### src/rtl/xce_pkg.sv
// Package for the XML character escaper: widths, character codes,
// register indexes, the run type and the decimal digit helper.
// No dependencies.
package xce_pkg;

   localparam int CP_W    = 21;
   localparam int RUN_MAX = 6;
   localparam int IDX_W   = 3;
   localparam int LEN_W   = 3;
   localparam int ADDR_W  = 3;
   localparam int DATA_W  = 32;

   typedef logic [CP_W-1:0] cp_type;

   // Characters used in the escaped runs
   localparam cp_type CH_QUOT = 21'h22;
   localparam cp_type CH_HASH = 21'h23;
   localparam cp_type CH_AMP  = 21'h26;
   localparam cp_type CH_APOS = 21'h27;
   localparam cp_type CH_ZERO = 21'h30;
   localparam cp_type CH_THREE = 21'h33;
   localparam cp_type CH_NINE = 21'h39;
   localparam cp_type CH_SEMI = 21'h3B;
   localparam cp_type CH_LT   = 21'h3C;
   localparam cp_type CH_GT   = 21'h3E;
   localparam cp_type CH_A    = 21'h61;
   localparam cp_type CH_G    = 21'h67;
   localparam cp_type CH_L    = 21'h6C;
   localparam cp_type CH_M    = 21'h6D;
   localparam cp_type CH_O    = 21'h6F;
   localparam cp_type CH_P    = 21'h70;
   localparam cp_type CH_Q    = 21'h71;
   localparam cp_type CH_T    = 21'h74;
   localparam cp_type CH_U    = 21'h75;

   // Control code ranges that become numeric references
   localparam cp_type CTL_ONE_HI   = 21'h8;
   localparam cp_type CTL_TWO_LO   = 21'hB;
   localparam cp_type CTL_TWO_HI   = 21'h1F;
   localparam cp_type CTL_TWO_SKIP = 21'hD;
   localparam cp_type CTL_THR_LO   = 21'h7F;
   localparam cp_type CTL_THR_HI   = 21'h9F;
   localparam cp_type CTL_THR_SKIP = 21'h85;

   typedef enum logic [0:0] {
      REG_ESC_QUOTE = 1'b0,
      REG_ESC_APOS  = 1'b1
   } reg_idx_type;

   typedef struct packed {
      logic escape_quote;
      logic escape_apostrophe;
   } cfg_type;

   typedef struct packed {
      logic [LEN_W-1:0]           len;
      logic [RUN_MAX-1:0][CP_W-1:0] chars;
   } run_type;

   // Split a value below 64 into decimal tens and ones
   function automatic logic [6:0] dec_split(input logic [5:0] v);
      logic [2:0] tens;
      logic [6:0] prod;
      logic [6:0] ones;
      if (v >= 6'd60) tens = 3'd6;
      else if (v >= 6'd50) tens = 3'd5;
      else if (v >= 6'd40) tens = 3'd4;
      else if (v >= 6'd30) tens = 3'd3;
      else if (v >= 6'd20) tens = 3'd2;
      else if (v >= 6'd10) tens = 3'd1;
      else tens = 3'd0;
      prod = 7'(tens) * 7'd10;
      ones = 7'(v) - prod;
      return {tens, ones[3:0]};
   endfunction

   function automatic cp_type digit_char(input logic [3:0] d);
      return CH_ZERO + CP_W'(d);
   endfunction

endpackage

### src/rtl/xce_escape.sv
// Combinational escape table: maps one code point to its run of 1 to 6
// characters. Depends on xce_pkg.
module xce_escape import xce_pkg::*; (
   input  cp_type  code,
   input  cfg_type cfg,
   output run_type run
);

   logic [6:0] two_dig;
   logic [6:0] thr_dig;
   logic [7:0] thr_low;
   logic       is_one;
   logic       is_two;
   logic       is_thr;

   // Digits of the two and three digit references
   assign thr_low = code[7:0] - 8'd100;
   assign two_dig = dec_split(code[5:0]);
   assign thr_dig = dec_split(thr_low[5:0]);

   assign is_one = code <= CTL_ONE_HI;
   assign is_two = (code >= CTL_TWO_LO) && (code <= CTL_TWO_HI) && (code != CTL_TWO_SKIP);
   assign is_thr = (code >= CTL_THR_LO) && (code <= CTL_THR_HI) && (code != CTL_THR_SKIP);

   // Pick the run
   always_comb begin
      run.len   = LEN_W'(1);
      run.chars = '0;
      run.chars[0] = code;
      if (code == CH_LT) begin
         run.len   = LEN_W'(4);
         run.chars[3:0] = {CH_SEMI, CH_T, CH_L, CH_AMP};
      end else if (code == CH_GT) begin
         run.len   = LEN_W'(4);
         run.chars[3:0] = {CH_SEMI, CH_T, CH_G, CH_AMP};
      end else if (code == CH_AMP) begin
         run.len   = LEN_W'(5);
         run.chars[4:0] = {CH_SEMI, CH_P, CH_M, CH_A, CH_AMP};
      end else if (code == CH_QUOT && cfg.escape_quote) begin
         run.len   = LEN_W'(6);
         run.chars = {CH_SEMI, CH_T, CH_O, CH_U, CH_Q, CH_AMP};
      end else if (code == CH_APOS && cfg.escape_apostrophe) begin
         run.len   = LEN_W'(5);
         run.chars[4:0] = {CH_SEMI, CH_NINE, CH_THREE, CH_HASH, CH_AMP};
      end else if (is_one) begin
         run.len   = LEN_W'(4);
         run.chars[3:0] = {CH_SEMI, digit_char(code[3:0]), CH_HASH, CH_AMP};
      end else if (is_two) begin
         run.len   = LEN_W'(5);
         run.chars[4:0] = {CH_SEMI, digit_char(two_dig[3:0]),
                           digit_char({1'b0, two_dig[6:4]}), CH_HASH, CH_AMP};
      end else if (is_thr) begin
         run.len   = LEN_W'(6);
         run.chars = {CH_SEMI, digit_char(thr_dig[3:0]),
                      digit_char({1'b0, thr_dig[6:4]}), digit_char(4'd1),
                      CH_HASH, CH_AMP};
      end
   end

endmodule

### config.mk
export PLATFORM = sky130hd
export DESIGN_NAME = xce_escape
export DESIGN_NICKNAME = d
export VERILOG_FILES = /design/src/rtl/xce_pkg.sv /design/src/rtl/xce_escape.sv
export SDC_FILE = /design/constraint.sdc
export NUM_CORES = 1
export LEC_CHECK = 0
export BUFFER_PORTS_ARGS = -buffer_cell sky130_fd_sc_hd__buf_2
export CORE_MARGIN = 2
export CORE_UTILIZATION = 45
export DETAILED_ROUTE_END_ITERATION = 7
export PLACE_DENSITY = 0.95
export SLEW_MARGIN = 5
export SYNTH_ARGS = -nofsm -noshare
export SYNTH_HDL_FRONTEND = slang
export SYNTH_SLANG_ARGS = --single-unit
### constraint.sdc
create_clock -name vclk -period 6.9
set_clock_uncertainty 0.05 [all_clocks]
set_input_delay 0.345 -clock vclk [all_inputs]
set_output_delay 0.345 -clock vclk [all_outputs]
set_load 0.01 [all_outputs]
After elaboration in Yosys (flattened, before gate mapping)
Cells that the tools add are included.
{ "op_classes": {"add_sub_neg": 8, "n_mul": 2, "div_mod_pow": 0, "order_cmp": 17, "n_eq_ne": 7, "shift": 0, "muxes": 45, "n_bitwise": 0, "n_reduce_logical": 6} }
{ "ops": {"columns": ["op", "count"], "rows": [
  ["2-to-1 mux 129 bit", 9],
  ["2-to-1 mux 105 bit", 9],
  ["2-to-1 mux 84 bit", 3],
  ["2-to-1 mux 42 bit", 3],
  ["equality test 21 x 6 -> 1 bit (second input constant)", 5],
  ["2-to-1 mux 21 bit", 3],
  ["greater-or-equal comparator 6 bit (second input constant)", 6],
  ["2-to-1 mux 3 bit", 12],
  ["greater-or-equal comparator 6 x 5 -> 1 bit (second input constant)", 4],
  ["adder 6 x 4 -> 7 bit (first input constant)", 3],
  ["greater-or-equal comparator 21 x 4 -> 1 bit (second input constant)", 1],
  ["greater-or-equal comparator 21 x 7 -> 1 bit (second input constant)", 1],
  ["less-or-equal comparator 21 x 4 -> 1 bit (second input constant)", 1],
  ["less-or-equal comparator 21 x 5 -> 1 bit (second input constant)", 1],
  ["less-or-equal comparator 21 x 8 -> 1 bit (second input constant)", 1],
  ["inequality test 21 x 4 -> 1 bit (second input constant)", 1],
  ["inequality test 21 x 8 -> 1 bit (second input constant)", 1],
  ["adder 6 x 3 -> 7 bit (first input constant)", 2],
  ["greater-or-equal comparator 6 x 4 -> 1 bit (second input constant)", 2],
  ["2-to-1 mux 2 bit", 4],
  ["subtractor 4 bit", 2],
  ["logical AND 1 bit", 6],
  ["multiplier 3 x 3 -> 3 bit (second input constant)", 2],
  ["subtractor 6 bit (second input constant)", 1],
  ["2-to-1 mux 1 bit", 2]
]} }
{ "word_totals": {"ff_bits": 0, "latch_bits": 0, "ramBits": 0, "romBits": 0, "inputBits": 23, "output_inout_bits": 129, "word_cells": 85, "n_memories": 0} }

Depth between registers and ports, before layout
{ "logic_depth": {"depth_word": 32, "depth_mapped": 14, "mapped_depth_nobuf": 13} }

Least setup slack after synthesis
OpenSTA, ideal clock, no wires.
{ "synth_path": {"kind": "input-to-output", "start": "in code[2]", "end": "out run[87] (netlist bit)", "arrival_ns": 3.191, "required_ns": 6.505, "setup_slack_ns": 3.314, "cell_stages": 12, "path_buffers": 1, "cell_sequence": "buf_2 inv_1 ha_1 or3b_2 a21bo_2 a2111oi_1 or3_1 fa_1 xnor2_1 or3_1 a31oi_1 o21ai_0"} }
{ "synth_lines": {"columns": ["item", "line", "source"], "rows": [
  ["start: declaration", "xce_escape.sv:4", "input cp_type code,"],
  ["end: declaration", "xce_escape.sv:6", "output run_type run"]
]} }

==> impl_metrics.json <==
{
  "regArea_sq_um": 0,
  "ir_worst_vdd_mv": 0.0250,
  "cp-start-kind": "primary input",
  "post-synth-top-area-cell": "buf_4",
  "grt_pass1_vias": 1516,
  "p_seq_share_pct": 0,
  "endpoint_kind": "output port",
  "post_cts_resized": 0,
  "synth_compound_area_share_pct": 21.4,
  "antenna_found_initial": 0,
  "portBuffers": 80,
  "cellLeakagePower_nw": 1.13,
  "synthTopCellsByArea": "buf_4 (34%), ha_1 (5.4%), o21ai_0 (4.1%)",
  "yosysUniqueCellTypes": 56,
  "setup_viol": 0,
  "antenna_cells": 0,
  "holdWs_ns": 0.835,
  "synth.area.mux_share_pct": 0,
  "p_sw_share_pct": 67.6,
  "drc_errors": 0,
  "grt_first_pass_wirelength_microns": 7020,
  "worstMarginPinSlew_ns": 0.882,
  "p_per_area_nw_per_um2": 49.0,
  "stdcell_count": 375,
  "initial_core_util_pct": 46.4,
  "period_needed_ns": 4.11,
  "detail-route-antenna-nets": 0,
  "hold_violations": 0,
  "holdCritPathClass": "primary input to output port",
  "syn_to_final_growth_pct": 1.02,
  "drive_gt1_share_pct": 27.1,
  "synth_top_cell_area_share_pct": 33.8,
  "p_int_mw": 0.0296,
  "crit_type": "primary input to output port",
  "switchingPower_mw": 0.0617,
  "gp_congestion": 0.935,
  "maxSlewHeadroom_pct": 40.5,
  "synth_top_family_by_area": "buffers and inverters",
  "via_per_inst": 5.06,
  "n_clock_buffer": 0,
  "vias": 1897,
  "drtIter0Drc": 144,
  "cts-hold-fix-buffers": 0,
  "io_pins": 152,
  "synthAdderAreaFrac_pct": 8.14,
  "power_mw": 0.0913,
  "rsz0062_at_grt": "false",
  "seq_area_frac_synth_pct": 0,
  "grt_overflow": 0,
  "grtUsageTotal_pct": 19.1,
  "routed_wirelength_microns": 4820,
  "cap_violations": 0,
  "cts_setup_buffers": 0,
  "seq_cell_count": 0,
  "whs_path_depth": 2,
  "max_freq_mhz": 243,
  "drt-pass1-iter-count": 5,
  "slew_violations": 0,
  "hpwl_microns": 3900,
  "synth-xor-area-share_pct": 1.90,
  "avgRoutedWirePerCell_microns": 12.8,
  "placedCellCount": 375,
  "cp.required_ns": 6.50,
  "grt_max_degree": 19,
  "syn_area_sq_um": 1840,
  "avgSynthCellArea_sq_um": 6.61,
  "critPathMaxFanout": 12,
  "min_period_over_period_pct": 59.6,
  "die_width_microns": 68.0,
  "p_clk_share_pct": 0,
  "outcome": "completed",
  "synth_warnings": 0,
  "setup_tns_ns": 0,
  "fp.dieArea_sq_um": 4630,
  "pwr-share-comb_pct": 100.0,
  "fin_util_pct": 46.9,
  "postSynthCellCount": 279,
  "arrival_ns": 3.72,
  "nFillCells": 433,
  "fin_nets": 360,
  "rows": 23,
  "core_sq_um": 3970,
  "die_y_microns": 68.0,
  "yosys.area_share.simple_pct": 28.0
}
## per-stage QoR
stage	setup WS, ns	area (sq um)
after global placement	2.99	1860
after CTS	2.86	1860
final	2.79	1860
after global routing	2.47	1860
after floorplan	3.31	2110
after detailed placement	2.85	1860
## power by group through the flow
stage / clock network, mW / registers [mW] / logic, mW
final: 0 / 0 / 0.0913
after global routing: 0 / 0 / 0.104
after CTS: 0 / 0 / 0.0896
after detailed placement: 0 / 0 / 0.0892
after global placement: 0 / 0 / 0.0881
after floorplan: 0 / 0 / 0.0970
## kinds of logic (layout without fill, tap and decap cells)
logic type,count (synthesis),after routing
xor gates and xnor gates,4,4
AOI/OAI and AO/OA,56,56
adders and majority gates,11,11
other,1,72
buffers and inverters,114,89
and+or+nand+nor,93,93
## final cells by class
type | count | area [sq um] | area share (%)
Inverter | 9 | 33.8 | 1.81
Multi-Input combinational cell | 236 | 1370 | 73.3
Tap cell | 50 | 62.6 | 3.36
Timing Repair Buffer | 80 | 400 | 21.5
## cell usage in the layout (no fill, tap or decap), drive strengths merged, types with 3 or more instances in the layout
cell	count
inv	9
nor2	18
o31ai	3
a31oi	4
a21boi	3
buf	80
a211oi	5
nand3	11
nand2	15
nor3	8
nor4	4
ha	8
o21ai	15
or3	4
or4	5
nand2b	6
o221ai	3
nor2b	4
xnor2	3
a21oi	4
conb	72
and3	5
a21o	4
## worst max-delay path, cell delays in order
cell,delay (ns)
buf_2,0.17
inv_1,0.32
ha_1,0.25
or3b_2,0.48
a21bo_2,0.23
a2111oi_1,0.74
or3_1,0.23
fa_1,0.18
xnor2_1,0.09
or3_1,0.31
a31oi_1,0.15
o21ai_0,0.08
buf_2,0.14
## routing by layer
| layer | vias to the layer above | part of all wire, % | track usage, % |
|---|---|---|---|
| met5 | - | 0 | 0 |
| met4 | 0 | 1.1 | 4.50 |
| met3 | 6 | 10 | 1.32 |
| met2 | 125 | 50 | 35.7 |
| met1 | 853 | 38 | 23.6 |
| li1 | 913 | - | - |
## Yosys cell counts (all sizes together), types with 2 or more instances
master    n
ha        8
nand2b    6
nand4     2
a2111oi   2
nor2b     4
o31ai     3
and2      2
o311a     2
or3       4
or3b      2
buf      87
a21oi     4
nor3      8
a31oi     4
and3      5
o21ai    15
or4       5
a21o      4
or2       2
clkbuf   18
nor4      4
a21boi    3
o221ai    3
inv       9
fa        2
xnor2     3
a211oi    5
nand3    11
nand2    15
nor2     18
## worst paths after layout
kind,slack (ns),start,end
setup / recovery,2.79,code[2],run[87]
hold / removal,0.84,code[19],run[19]
No activity file was read; power rests on OpenSTA's default activity.
