### config.mk
export PLATFORM = sky130hd
export DESIGN_NAME = xce_csr
export DESIGN_NICKNAME = d
export VERILOG_FILES = /design/src/rtl/xce_pkg.sv /design/src/rtl/xce_csr.sv
export SDC_FILE = /design/constraint.sdc
export NUM_CORES = 1
export LEC_CHECK = 0
export ABC_AREA = 1
export BUFFER_PORTS_ARGS = -buffer_cell sky130_fd_sc_hd__buf_4
export CORE_MARGIN = 2
export CORE_UTILIZATION = 21
export CTS_BUF_LIST = sky130_fd_sc_hd__clkbuf_4 sky130_fd_sc_hd__clkbuf_8 sky130_fd_sc_hd__clkbuf_16
export CTS_CLUSTER_DIAMETER = 40
export DETAILED_ROUTE_END_ITERATION = 7
export GPL_ROUTABILITY_DRIVEN = 0
export PLACE_DENSITY = 0.74
export SLEW_MARGIN = 20
export SYNTH_ARGS = -nofsm -noshare
export SYNTH_HDL_FRONTEND = slang
export SYNTH_SLANG_ARGS = --single-unit
### constraint.sdc
create_clock -name clock -period 0.8 [get_ports clock]
set_clock_uncertainty 0.1 [all_clocks]
set_input_delay 0.08 -clock clock [delete_from_list [all_inputs] [get_ports clock]]
set_output_delay 0.08 -clock clock [all_outputs]
set_load 0.01 [all_outputs]
### src/rtl/xce_pkg.sv
// Package for the XML character escaper: widths, character codes,
// register indexes, the run type and the decimal digit helper.
// No dependencies.
package xce_pkg;

   localparam int CP_W    = 21;
   localparam int RUN_MAX = 6;
   localparam int IDX_W   = 3;
   localparam int LEN_W   = 3;
   localparam int ADDR_W  = 3;
   localparam int DATA_W  = 32;

   typedef logic [CP_W-1:0] cp_type;

   // Characters used in the escaped runs
   localparam cp_type CH_QUOT = 21'h22;
   localparam cp_type CH_HASH = 21'h23;
   localparam cp_type CH_AMP  = 21'h26;
   localparam cp_type CH_APOS = 21'h27;
   localparam cp_type CH_ZERO = 21'h30;
   localparam cp_type CH_THREE = 21'h33;
   localparam cp_type CH_NINE = 21'h39;
   localparam cp_type CH_SEMI = 21'h3B;
   localparam cp_type CH_LT   = 21'h3C;
   localparam cp_type CH_GT   = 21'h3E;
   localparam cp_type CH_A    = 21'h61;
   localparam cp_type CH_G    = 21'h67;
   localparam cp_type CH_L    = 21'h6C;
   localparam cp_type CH_M    = 21'h6D;
   localparam cp_type CH_O    = 21'h6F;
   localparam cp_type CH_P    = 21'h70;
   localparam cp_type CH_Q    = 21'h71;
   localparam cp_type CH_T    = 21'h74;
   localparam cp_type CH_U    = 21'h75;

   // Control code ranges that become numeric references
   localparam cp_type CTL_ONE_HI   = 21'h8;
   localparam cp_type CTL_TWO_LO   = 21'hB;
   localparam cp_type CTL_TWO_HI   = 21'h1F;
   localparam cp_type CTL_TWO_SKIP = 21'hD;
   localparam cp_type CTL_THR_LO   = 21'h7F;
   localparam cp_type CTL_THR_HI   = 21'h9F;
   localparam cp_type CTL_THR_SKIP = 21'h85;

   typedef enum logic [0:0] {
      REG_ESC_QUOTE = 1'b0,
      REG_ESC_APOS  = 1'b1
   } reg_idx_type;

   typedef struct packed {
      logic escape_quote;
      logic escape_apostrophe;
   } cfg_type;

   typedef struct packed {
      logic [LEN_W-1:0]           len;
      logic [RUN_MAX-1:0][CP_W-1:0] chars;
   } run_type;

   // Split a value below 64 into decimal tens and ones
   function automatic logic [6:0] dec_split(input logic [5:0] v);
      logic [2:0] tens;
      logic [6:0] prod;
      logic [6:0] ones;
      if (v >= 6'd60) tens = 3'd6;
      else if (v >= 6'd50) tens = 3'd5;
      else if (v >= 6'd40) tens = 3'd4;
      else if (v >= 6'd30) tens = 3'd3;
      else if (v >= 6'd20) tens = 3'd2;
      else if (v >= 6'd10) tens = 3'd1;
      else tens = 3'd0;
      prod = 7'(tens) * 7'd10;
      ones = 7'(v) - prod;
      return {tens, ones[3:0]};
   endfunction

   function automatic cp_type digit_char(input logic [3:0] d);
      return CH_ZERO + CP_W'(d);
   endfunction

endpackage

### src/rtl/xce_csr.sv
// APB register block holding the quote and apostrophe escape enables.
// Depends on xce_pkg.
module xce_csr import xce_pkg::*; (
   input  logic              clock,
   input  logic              reset,
   input  logic              psel,
   input  logic              penable,
   input  logic              pwrite,
   input  logic [ADDR_W-1:0] paddr,
   input  logic [DATA_W-1:0] pwdata,
   output logic [DATA_W-1:0] prdata,
   output logic              pready,
   output cfg_type           cfg
);

   cfg_type     cfg_ff;
   cfg_type     cfg_in;
   logic        wr_en;
   reg_idx_type reg_sel;

   assign pready  = 1'b1;
   assign wr_en   = psel & penable & pwrite & (paddr[1:0] == 2'b00);
   assign reg_sel = reg_idx_type'(paddr[2]);

   // Update the addressed enable
   always_comb begin
      cfg_in = cfg_ff;
      if (wr_en) begin
         case (reg_sel)
            REG_ESC_QUOTE: cfg_in.escape_quote      = pwdata[0];
            REG_ESC_APOS:  cfg_in.escape_apostrophe = pwdata[0];
            default:       cfg_in = cfg_ff;
         endcase
      end
   end

   always_ff @(posedge clock) begin
      if (reset) begin
         cfg_ff <= '{escape_quote: 1'b1, escape_apostrophe: 1'b1};
      end else begin
         cfg_ff <= cfg_in;
      end
   end

   // Read back the addressed enable
   always_comb begin
      prdata = '0;
      case (reg_sel)
         REG_ESC_QUOTE: prdata[0] = cfg_ff.escape_quote;
         REG_ESC_APOS:  prdata[0] = cfg_ff.escape_apostrophe;
         default:       prdata = '0;
      endcase
   end

   assign cfg = cfg_ff;

endmodule

== Word-level counts from Yosys, hierarchy flattened ==
Cells that the tools add are included.

* Bitwise logic cells: 4
* Eq/ne operators: 0
* Div/mod/pow operators: 0
* Shift operators: 0
* Multipliers: 0
* Order comparisons: 0
* Reduce and logical (&&, ||, !) cells: 3
* Multiplexer cells: 1
* $add $sub $neg: 0

{| class="wikitable"
|+ Operators by type and width
! operator !! number
|-
| $reduce_and A2 Y1 || 2
|-
| $and A1 B1 Y1 || 3
|-
| $logic_not A2 Y1 || 1
|-
| $pmux W1 S2 || 1
|-
| $not A1 Y1 || 1
|}

* Bits in read-only memories: 0
* Register bits: 2
* Logic and storage cells: 10
* Input bits: 40
* Memory bits (writable): 0
* Memories: 0
* Bits in latches: 0
* Output and inout bits: 35

== Logic depth before layout (Yosys ltp) ==
Gate-level depths: netlist of the first run.

* Word-level depth: 4
* Mapped depth: 5
* Depth with buffers taken out: 5

== Least setup slack after synthesis of the first run ==
OpenSTA, ideal clock, no wires.

* Path type: register -> output
* Start: register cfg_ff, in the netlist cfg[0]
* End: output prdata[0]
* Stages on the path, launching flop included: 3
* Data arrival time: 0.531 ns
* Buffers on the path: 0
* Required time: 0.620 ns
* Path slack: 0.089 ns
* Cells stage by stage: dfxtp_1 nand2_1 nand2_1

* Word-level cells in the longest chain between the ends: 1

{| class="wikitable"
|+ RTL lines
! item !! RTL line !! source
|-
| start: declaration || xce_csr.sv:16 || <nowiki>cfg_type cfg_ff;</nowiki>
|-
| start signal: assignment || xce_csr.sv:39 || <nowiki>cfg_ff <= '{escape_quote: 1'b1, escape_apostrophe: 1'b1};</nowiki>
|-
| start signal: assignment || xce_csr.sv:41 || <nowiki>cfg_ff <= cfg_in;</nowiki>
|-
| $pmux W1 S2 || xce_csr.sv:48 || <nowiki>case (reg_sel)</nowiki>
|-
| end: declaration || xce_csr.sv:11 || <nowiki>output logic [DATA_W-1:0] prdata,</nowiki>
|}

Every way passes these cells.

== Final worst setup path of the first run ==
* Start: register cfg_ff, in the netlist cfg[0]
* End: output cfg[0] (netlist bit)

{| class="wikitable"
|+ RTL lines
! item !! RTL line !! source
|-
| end: declaration || xce_csr.sv:13 || <nowiki>output cfg_type cfg</nowiki>
|}

No word-level cell between the ends.

==> flow_metrics.tcl, run 1 <==
set metrics [dict create \
    outcome "finished, violations left" \
    ir_drop_v 0.0007332 \
    grt_pass1_vias 244 \
    area_growth_pct 15.70 \
    ys_seq_elements 2 \
    drv_cap 0 \
    routedWlPerCell_microns 7.581 \
    hpwl_microns 465.2 \
    critPathKind "register to primary output" \
    die_w_microns 45.78 \
    design_area_sq_um 424.2 \
    hold_viol 1 \
    p_total_w 0.0004681 \
    layout_min_cycle_time_ns 0.9675 \
    multiInputGateArea_sq_um 202.7 \
    synth_cell_types 8 \
    core_area_sq_mm 0.001689 \
    yosys_warnings 0 \
    p_per_area_mw_per_mm2 1103 \
    slew_violations 0 \
    dp_cells 79 \
    diodes 0 \
    rsz0062_at_grt "true" \
    clockRootBuffer "clkbuf_4" \
    clock_path_buffers 2 \
    violations "negative hold slack, negative setup slack" \
    grt_max_degree 5 \
    avgSynthCellArea_sq_um 6.917 \
    cts_tree "yes" \
    crit_path_end_kind "primary output" \
    clock.fmax_ghz 1.034 \
    hold-worst-slack_ns -0.0009610 \
    htree_num_levels 1 \
    tns_ns -0.5997 \
    cts_sinks 2 \
    fin_ws_ns -0.1675 \
    cts-buffers-inserted 3 \
    period_share 1.209 \
    hold_class "input pin to register" \
    fillers 190 \
    grt_pass1_wl_microns 938 \
    drc 0 \
    antenna_found_initial 0 \
    regArea_sq_um 42.54 \
    synthCells 53 \
    required_ns 0.62 \
    postRouteAntennaNets 0 \
    critPathArrivalTime_ns 0.79 \
    drive_above_1_share 0.3913 \
    nets 111 \
    place_area_sq_um 342.8 \
    start_util 0.2170 \
    num_rows 15 \
    overflow 0 \
    clk_pin_slew_ns 0.03 \
    setup_violations 4 \
    die_area_sq_mm 0.002096 \
    initialDrtViolationCount 4 \
    worstSetupStartpointType "register" \
    syn_area_sq_um 366.6 \
    wirelength_microns 652 \
    first_pass_iters 4 \
    io_buffers 11 \
    vias 287 \
    p_leak_nw 0.2545 \
    path_max_fanout 3 \
    io_pins 75 \
    die_h_microns 45.78 \
    largest_register_ffs 2 \
    seq_area_frac_synth 0.1092 \
    final_common_cell "conb_1" \
    grt_use_total 0.06855 \
    layout.cells.non_filler 86 \
    via_per_inst 3.337 \
    final_cell_mix "conb_1 (32), buf_4 (12), nand2_2 (4)" \
    clock_latency_ns 0.22 \
]
critical path, stage by stage, from the launching register on:
cell	delay (ns)
dfxtp_2	0.32
buf_4	0.14
buf_6	0.11
repair_timing:
| item | 4_1_cts | 5_1_grt |
|---|---|---|
| gates cloned | 0 | 0 |
| setup buffers | 3 | 1 |
| pin swaps | 2 | 1 |
| hold endpoints to repair | 2 | 1 |
| endpoints found under the setup margin | 3 | 4 |
| resized for setup | 4 | 6 |
final timing paths:
kind,endpoint,from,cells after the start,slack [ns]
setup / recovery,cfg[0],cfg[0],2,-0.17
hold / removal,cfg[1],reset,3,-0.001
setup reg to reg,cfg[1],cfg[1],4,-0.10
hold reg to reg,cfg[0],cfg[0],2,0.39
logic make-up (layout without fill, tap and decap cells):
kind of cell / Yosys count / count (layout) / synth area share
other: 2 / 32 / 0.02049
flip-flops: 2 / 2 / 0.1092
buffers and inverters: 35 / 21 / 0.6860
AND/OR/NAND/NOR: 14 / 14 / 0.1843
metal layers:
| layer | GRT usage | wire length [microns] | vias up |
|---|---|---|---|
| li1 | - | - | 130 |
| met3 | 0.03571 | 57 | 6 |
| met5 | 0 | 0 | - |
| met1 | 0.04255 | 157 | 125 |
| met2 | 0.1296 | 399 | 26 |
| met4 | 0.06857 | 38 | 0 |
area by class of cell:
type | instances | share of cell area
clock buffer | 3 | 0.05310
tap | 17 | 0.05015
timing repair buffer | 15 | 0.2920
multi-input combinational | 46 | 0.4779
inverter | 3 | 0.02655
sequential | 2 | 0.1003
where the power goes:
part | internal [W] | total, W | switching (W)
logic | 0.0000441 | 0.000146 | 0.000102
registers | 0.000102 | 0.000103 | 0.00000133
clock network | 0.000165 | 0.000219 | 0.0000537
total | 0.000311 | 0.000468 | 0.000157
stage by stage:
step             util  setup WS (ns)
2_1_floorplan       -        0.08934
3_3_place_gp   0.2030        0.03573
3_5_place_dp   0.2030       -0.02973
4_1_cts        0.2356        -0.1903
5_1_grt        0.2511        -0.1981
6_report       0.2511        -0.1675
synthesized netlist by cell type (all sizes together):
cell	number	share of area
nand4	2	0.034
buf	32	0.66
conb	2	0.020
nand2	6	0.061
inv	3	0.031
nor2	2	0.034
dfxtp	2	0.11
nand3	4	0.055
No activity file was read; power rests on OpenSTA's default activity.
==> run 2: changes to the inputs <==
Settings changed: CORE_MARGIN 2 to 4, PLACE_DENSITY 0.74 to default, PLACE_DENSITY_LB_ADDON from default to 0.12.
==> flow_metrics.tcl, run 2 (synthesis gave the netlist of run 1 again) <==
set metrics [dict create \
    outcome "finished, violations left" \
    violations "negative hold slack, negative setup slack" \
    die_w_microns 49.78 \
    final_common_cell "conb_1" \
    first_pass_iters 2 \
    initialDrtViolationCount 1 \
    hpwl_microns 513.3 \
    critPathArrivalTime_ns 0.76 \
    via_per_inst 2.988 \
    slowest_stage "dfxtp_2" \
    required_ns 0.62 \
    clk_pin_slew_ns 0.03 \
    io_buffers 11 \
    wirelength_microns 566 \
    hold_depth 3 \
    clock.fmax_ghz 1.069 \
    whs_endpoint "cfg[0]" \
    cts-buffers-inserted 3 \
    postRouteAntennaNets 0 \
    core_area_sq_mm 0.001577 \
    die_area_sq_mm 0.002478 \
    multiInputGateArea_sq_um 195.2 \
    io_pins 75 \
    setup_violations 3 \
    grt_use_total 0.04625 \
    p_per_area_mw_per_mm2 1211 \
    period_share 1.169 \
    cts_sinks 2 \
    design_area_sq_um 377.9 \
    clock_path_buffers 2 \
    drive_above_1_share 0.3231 \
    r2r_cells 2 \
    fillers 175 \
    nets 107 \
    layout_min_cycle_time_ns 0.9353 \
    regArea_sq_um 42.54 \
    regToRegSetupSlack_ns 0.14 \
    area_growth_pct 3.071 \
    largest_register_ffs 2 \
    diodes 0 \
    hold-worst-slack_ns -0.02275 \
    antenna_found_initial 0 \
    clock_latency_ns 0.22 \
    slew_violations 0 \
    start_util 0.2325 \
    htree_num_levels 1 \
    hold_class "input pin to register" \
    worstSetupStartpointType "register" \
    path_max_fanout 3 \
    num_rows 14 \
    cts_tree "yes" \
    overflow 0 \
    cp_slowest_stage_delay_ns 0.33 \
    crit_path_end_kind "primary output" \
    rsz0062_at_grt "true" \
    die_h_microns 49.78 \
    clockRootBuffer "clkbuf_4" \
    drc 0 \
    rr_startpoint "cfg[1]" \
    path_cells "nand2_2 > nand2_2 > buf_6" \
    ir_drop_v 0.0005034 \
    routedWlPerCell_microns 6.988 \
    p_leak_nw 0.2345 \
    holdCritStartpoint "reset" \
    grt_pass1_wl_microns 828 \
    critPathKind "register to primary output" \
    cp_common_cell "nand2_2" \
    grt_pass1_vias 177 \
    r2r-end "cfg[1]" \
    utilization 0.2397 \
    vias 242 \
    final_cell_mix "conb_1 (32), buf_4 (10), nand3_1 (4)" \
    place_area_sq_um 341.6 \
    hold_viol 2 \
    fin_ws_ns -0.1353 \
    drv_cap 0 \
    grt_max_degree 5 \
]
==> run 2: cell count changes in the layout (fill, tap and decap cells not counted), sizes merged <==
cell	before	now
buf	15	11
==> run 2: worst max-delay path by stage <==
stage               startpoint  slack [ns]         to
finish                  cfg[1]       -0.14  prdata[0]
global route            cfg[1]       -0.18  prdata[0]
CTS                     cfg[1]       -0.16  prdata[0]
detailed placement    paddr[1]       0.009     cfg[1]
global placement      paddr[1]      -0.006     cfg[0]
floorplan               cfg[0]        0.09  prdata[0]
==> run 2: critical path: cells and delay by family, from the launching register on <==
kind | cells | cell delay [ns]
DFF | 1 | 0.33
and+or+nand+nor | 2 | 0.11
buffers and inverters | 1 | 0.09
==> run 2: area by class of cell <==
cell class,instances,share of cell area
Multi-Input combinational cell,46,0.5166
Timing Repair Buffer,11,0.2285
Sequential cell,2,0.1126
Clock buffer,3,0.05960
Tap cell,16,0.05298
Inverter,3,0.02980
==> run 2: per-layer routing <==
metal,GRT usage,vias up,share of wire
met4,0.02765,0,0
li1,-,123,-
met3,0.03916,0,0.21
met2,0.06828,25,0.48
met1,0.04324,94,0.31
met5,0,-,0
==> run 2: what timing repair did <==
| item | CTS | global route |
|---|---|---|
| gates resized for setup | 3 | 3 |
| pin swaps | 0 | 2 |
| endpoints found under the hold margin | 2 | 2 |
| setup endpoints to repair | 3 | 3 |
| setup buffers | 0 | 0 |
==> run 2: metrics by stage <==
step | setup slack [ns] | power, W | hold slack [ns] | TNS [ns] | std cells
2_1_floorplan | 0.08934 | 0.0003049 | 0.09979 | 0 | 83
3_3_place_gp | -0.005560 | 0.0002309 | 0.2023 | -0.005560 | 78
3_5_place_dp | 0.008878 | 0.0002306 | 0.2064 | 0 | 78
4_1_cts | -0.1607 | 0.0004646 | -0.02938 | -0.2854 | 81
5_1_grt | -0.1835 | 0.0004985 | -0.01048 | -0.3459 | 81
6_report | -0.1353 | 0.0004576 | -0.02275 | -0.2460 | 81
==> run 2: power by group <==
group | internal [W] | leakage (nW) | switching, W
Clock | 0.000165 | 0.0138 | 0.0000525
Sequential | 0.000102 | 0.0153 | 0.00000114
Combinational | 0.0000399 | 0.205 | 0.0000968
Total | 0.000307 | 0.234 | 0.000150
==> run 3: changes to the inputs <==
Settings changed: BUFFER_PORTS_ARGS -buffer_cell sky130_fd_sc_hd__buf_4 to -buffer_cell sky130_fd_sc_hd__buf_2, CAP_MARGIN from default to 5.
==> flow_metrics.tcl, run 3 (synthesis gave the netlist of run 1 again) <==
set metrics [dict create \
    via_per_inst 3.000 \
    hold_viol 2 \
    postCtsSetupRepairBufs 0 \
    slew_violations 0 \
    regArea_sq_um 42.54 \
    hold_depth 3 \
    critPathBufInv 1 \
    pwr-share-clk 0.495 \
    regToRegSetupSlack_ns 0.15 \
    start_util 0.2325 \
    core_area_sq_mm 0.001577 \
    whs_endpoint "cfg[1]" \
    p_per_area_mw_per_mm2 1287 \
    fin_ws_ns -0.1405 \
    first_pass_iters 3 \
    worstSetupStartpointType "register" \
    holdCritStartpoint "reset" \
    p_sw_frac 0.3347 \
    final_cell_mix "conb_1 (32), buf_2 (11), nand2_1 (6)" \
    cts_sinks 2 \
    period_share 1.176 \
    hold-worst-slack_ns -0.02707 \
    drive_above_1_share 0.2769 \
    required_ns 0.62 \
    diodes 0 \
    crit_family "flip-flops" \
    cp_slowest_stage_delay_ns 0.32 \
    grt_max_degree 5 \
    postRouteAntennaNets 0 \
    pwr-share-comb 0.268 \
    io_pins 75 \
    clk_pin_slew_ns 0.03 \
    slowest_stage "dfxtp_2" \
    p_seq_frac 0.236 \
    clockRootBuffer "clkbuf_4" \
    path_cells "nand2_1 > nand2_1 > buf_2" \
    hpwl_microns 509.3 \
    p_int_w 0.0002903 \
    overflow 0 \
    clock_path_buffers 2 \
    grt_pass1_vias 196 \
    final_common_cell "conb_1" \
    die_area_sq_mm 0.002478 \
    die_w_microns 49.78 \
    path_max_fanout 3 \
    p_sw_w 0.0001461 \
    rr_startpoint "cfg[0]" \
    cts-buffers-inserted 3 \
    layout_min_cycle_time_ns 0.9405 \
    dp_cells 78 \
    drc 0 \
    htree_num_levels 1 \
    critPathArrivalTime_ns 0.76 \
    wirelength_microns 562 \
    largest_register_ffs 2 \
    multiInputGateArea_sq_um 187.7 \
    routedWlPerCell_microns 6.938 \
    area_growth_pct -7.509 \
    r2r-end "cfg[0]" \
    outcome "finished, violations left" \
    grt_use_total 0.04685 \
    antenna_found_initial 0 \
    layout.cells.non_filler 81 \
    violations "negative hold slack, negative setup slack" \
    setup_violations 3 \
    vias 243 \
    rsz0062_at_grt "true" \
    hold_class "input pin to register" \
    cp_common_cell "nand2_1" \
    ir_drop_v 0.0004081 \
    crit_path_end_kind "primary output" \
    die_h_microns 49.78 \
    fillers 188 \
    num_rows 14 \
    nets 107 \
    drv_cap 0 \
    cts_tree "yes" \
    critPathKind "register to primary output" \
    initialDrtViolationCount 3 \
    r2r_cells 2 \
    grt_pass1_wl_microns 841 \
    clock.fmax_ghz 1.063 \
    io_buffers 11 \
    p_leak_nw 0.2207 \
    clock_latency_ns 0.22 \
]
## run 3: worst max-delay path by stage
stage / to / startpoint / slack (ns) / cells past startpoint
after CTS: prdata[0] / cfg[0] / -0.16 / 3
final: prdata[0] / cfg[1] / -0.14 / 3
after global routing: prdata[0] / cfg[1] / -0.22 / 3
after floorplan: prdata[0] / cfg[0] / 0.09 / 2
after global placement: cfg[1] / paddr[1] / 0.005 / 5
after detailed placement: cfg[1] / paddr[1] / 0.02 / 5
## run 3: per-layer routing
metal	part of all wire	vias up	wire length, microns	global-route usage
met2	0.47	25	265	0.06608
met5	0	-	0	0
met3	0.21	0	118	0.04217
met4	0	0	0	0.02765
li1	-	123	-	-
met1	0.32	95	179	0.04496
## run 3: repair_timing
item	CTS	global route
gates cloned	0	0
pin swaps	2	0
setup endpoints to repair	3	3
endpoints found under the hold margin	2	2
gates resized for setup	2	0
## run 3: cell type report
type,count,share of cell area
multi-input combinational,46,0.5535
tap,16,0.05904
inverter,3,0.03321
clock buffer,3,0.06642
timing repair buffer,11,0.1624
sequential,2,0.1255
## run 3: tightest hold or removal path, stage by stage
cell and delay [ns]:
buf_2 0.07, inv_1 0.04, nand3_1 0.07
## run 3: power by group through the flow
stage	logic, W	registers, W	clock network (W)
4_1_cts	0.000113	0.000103	0.000232
5_1_grt	0.000134	0.000103	0.000253
6_report	0.000117	0.000103	0.000216
3_5_place_dp	0.000113	0.000104	0
2_1_floorplan	0.000200	0.000105	0
3_3_place_gp	0.000113	0.000104	0
## run 3: stage by stage
| stage | setup TNS, ns | power, W | instance area, sq um | util | worst slack (ns) |
|---|---|---|---|---|---|
| after floorplan | 0 | 0.0003049 | 479.2 | - | 0.08934 |
| after global placement | 0 | 0.0002173 | 314.1 | 0.1992 | 0.004765 |
| after detailed placement | 0 | 0.0002170 | 314.1 | 0.1992 | 0.01580 |
| after CTS | -0.2893 | 0.0004487 | 339.1 | 0.2151 | -0.1578 |
| after global routing | -0.4007 | 0.0004897 | 339.1 | 0.2151 | -0.2182 |
| final | -0.2460 | 0.0004364 | 339.1 | 0.2151 | -0.1405 |
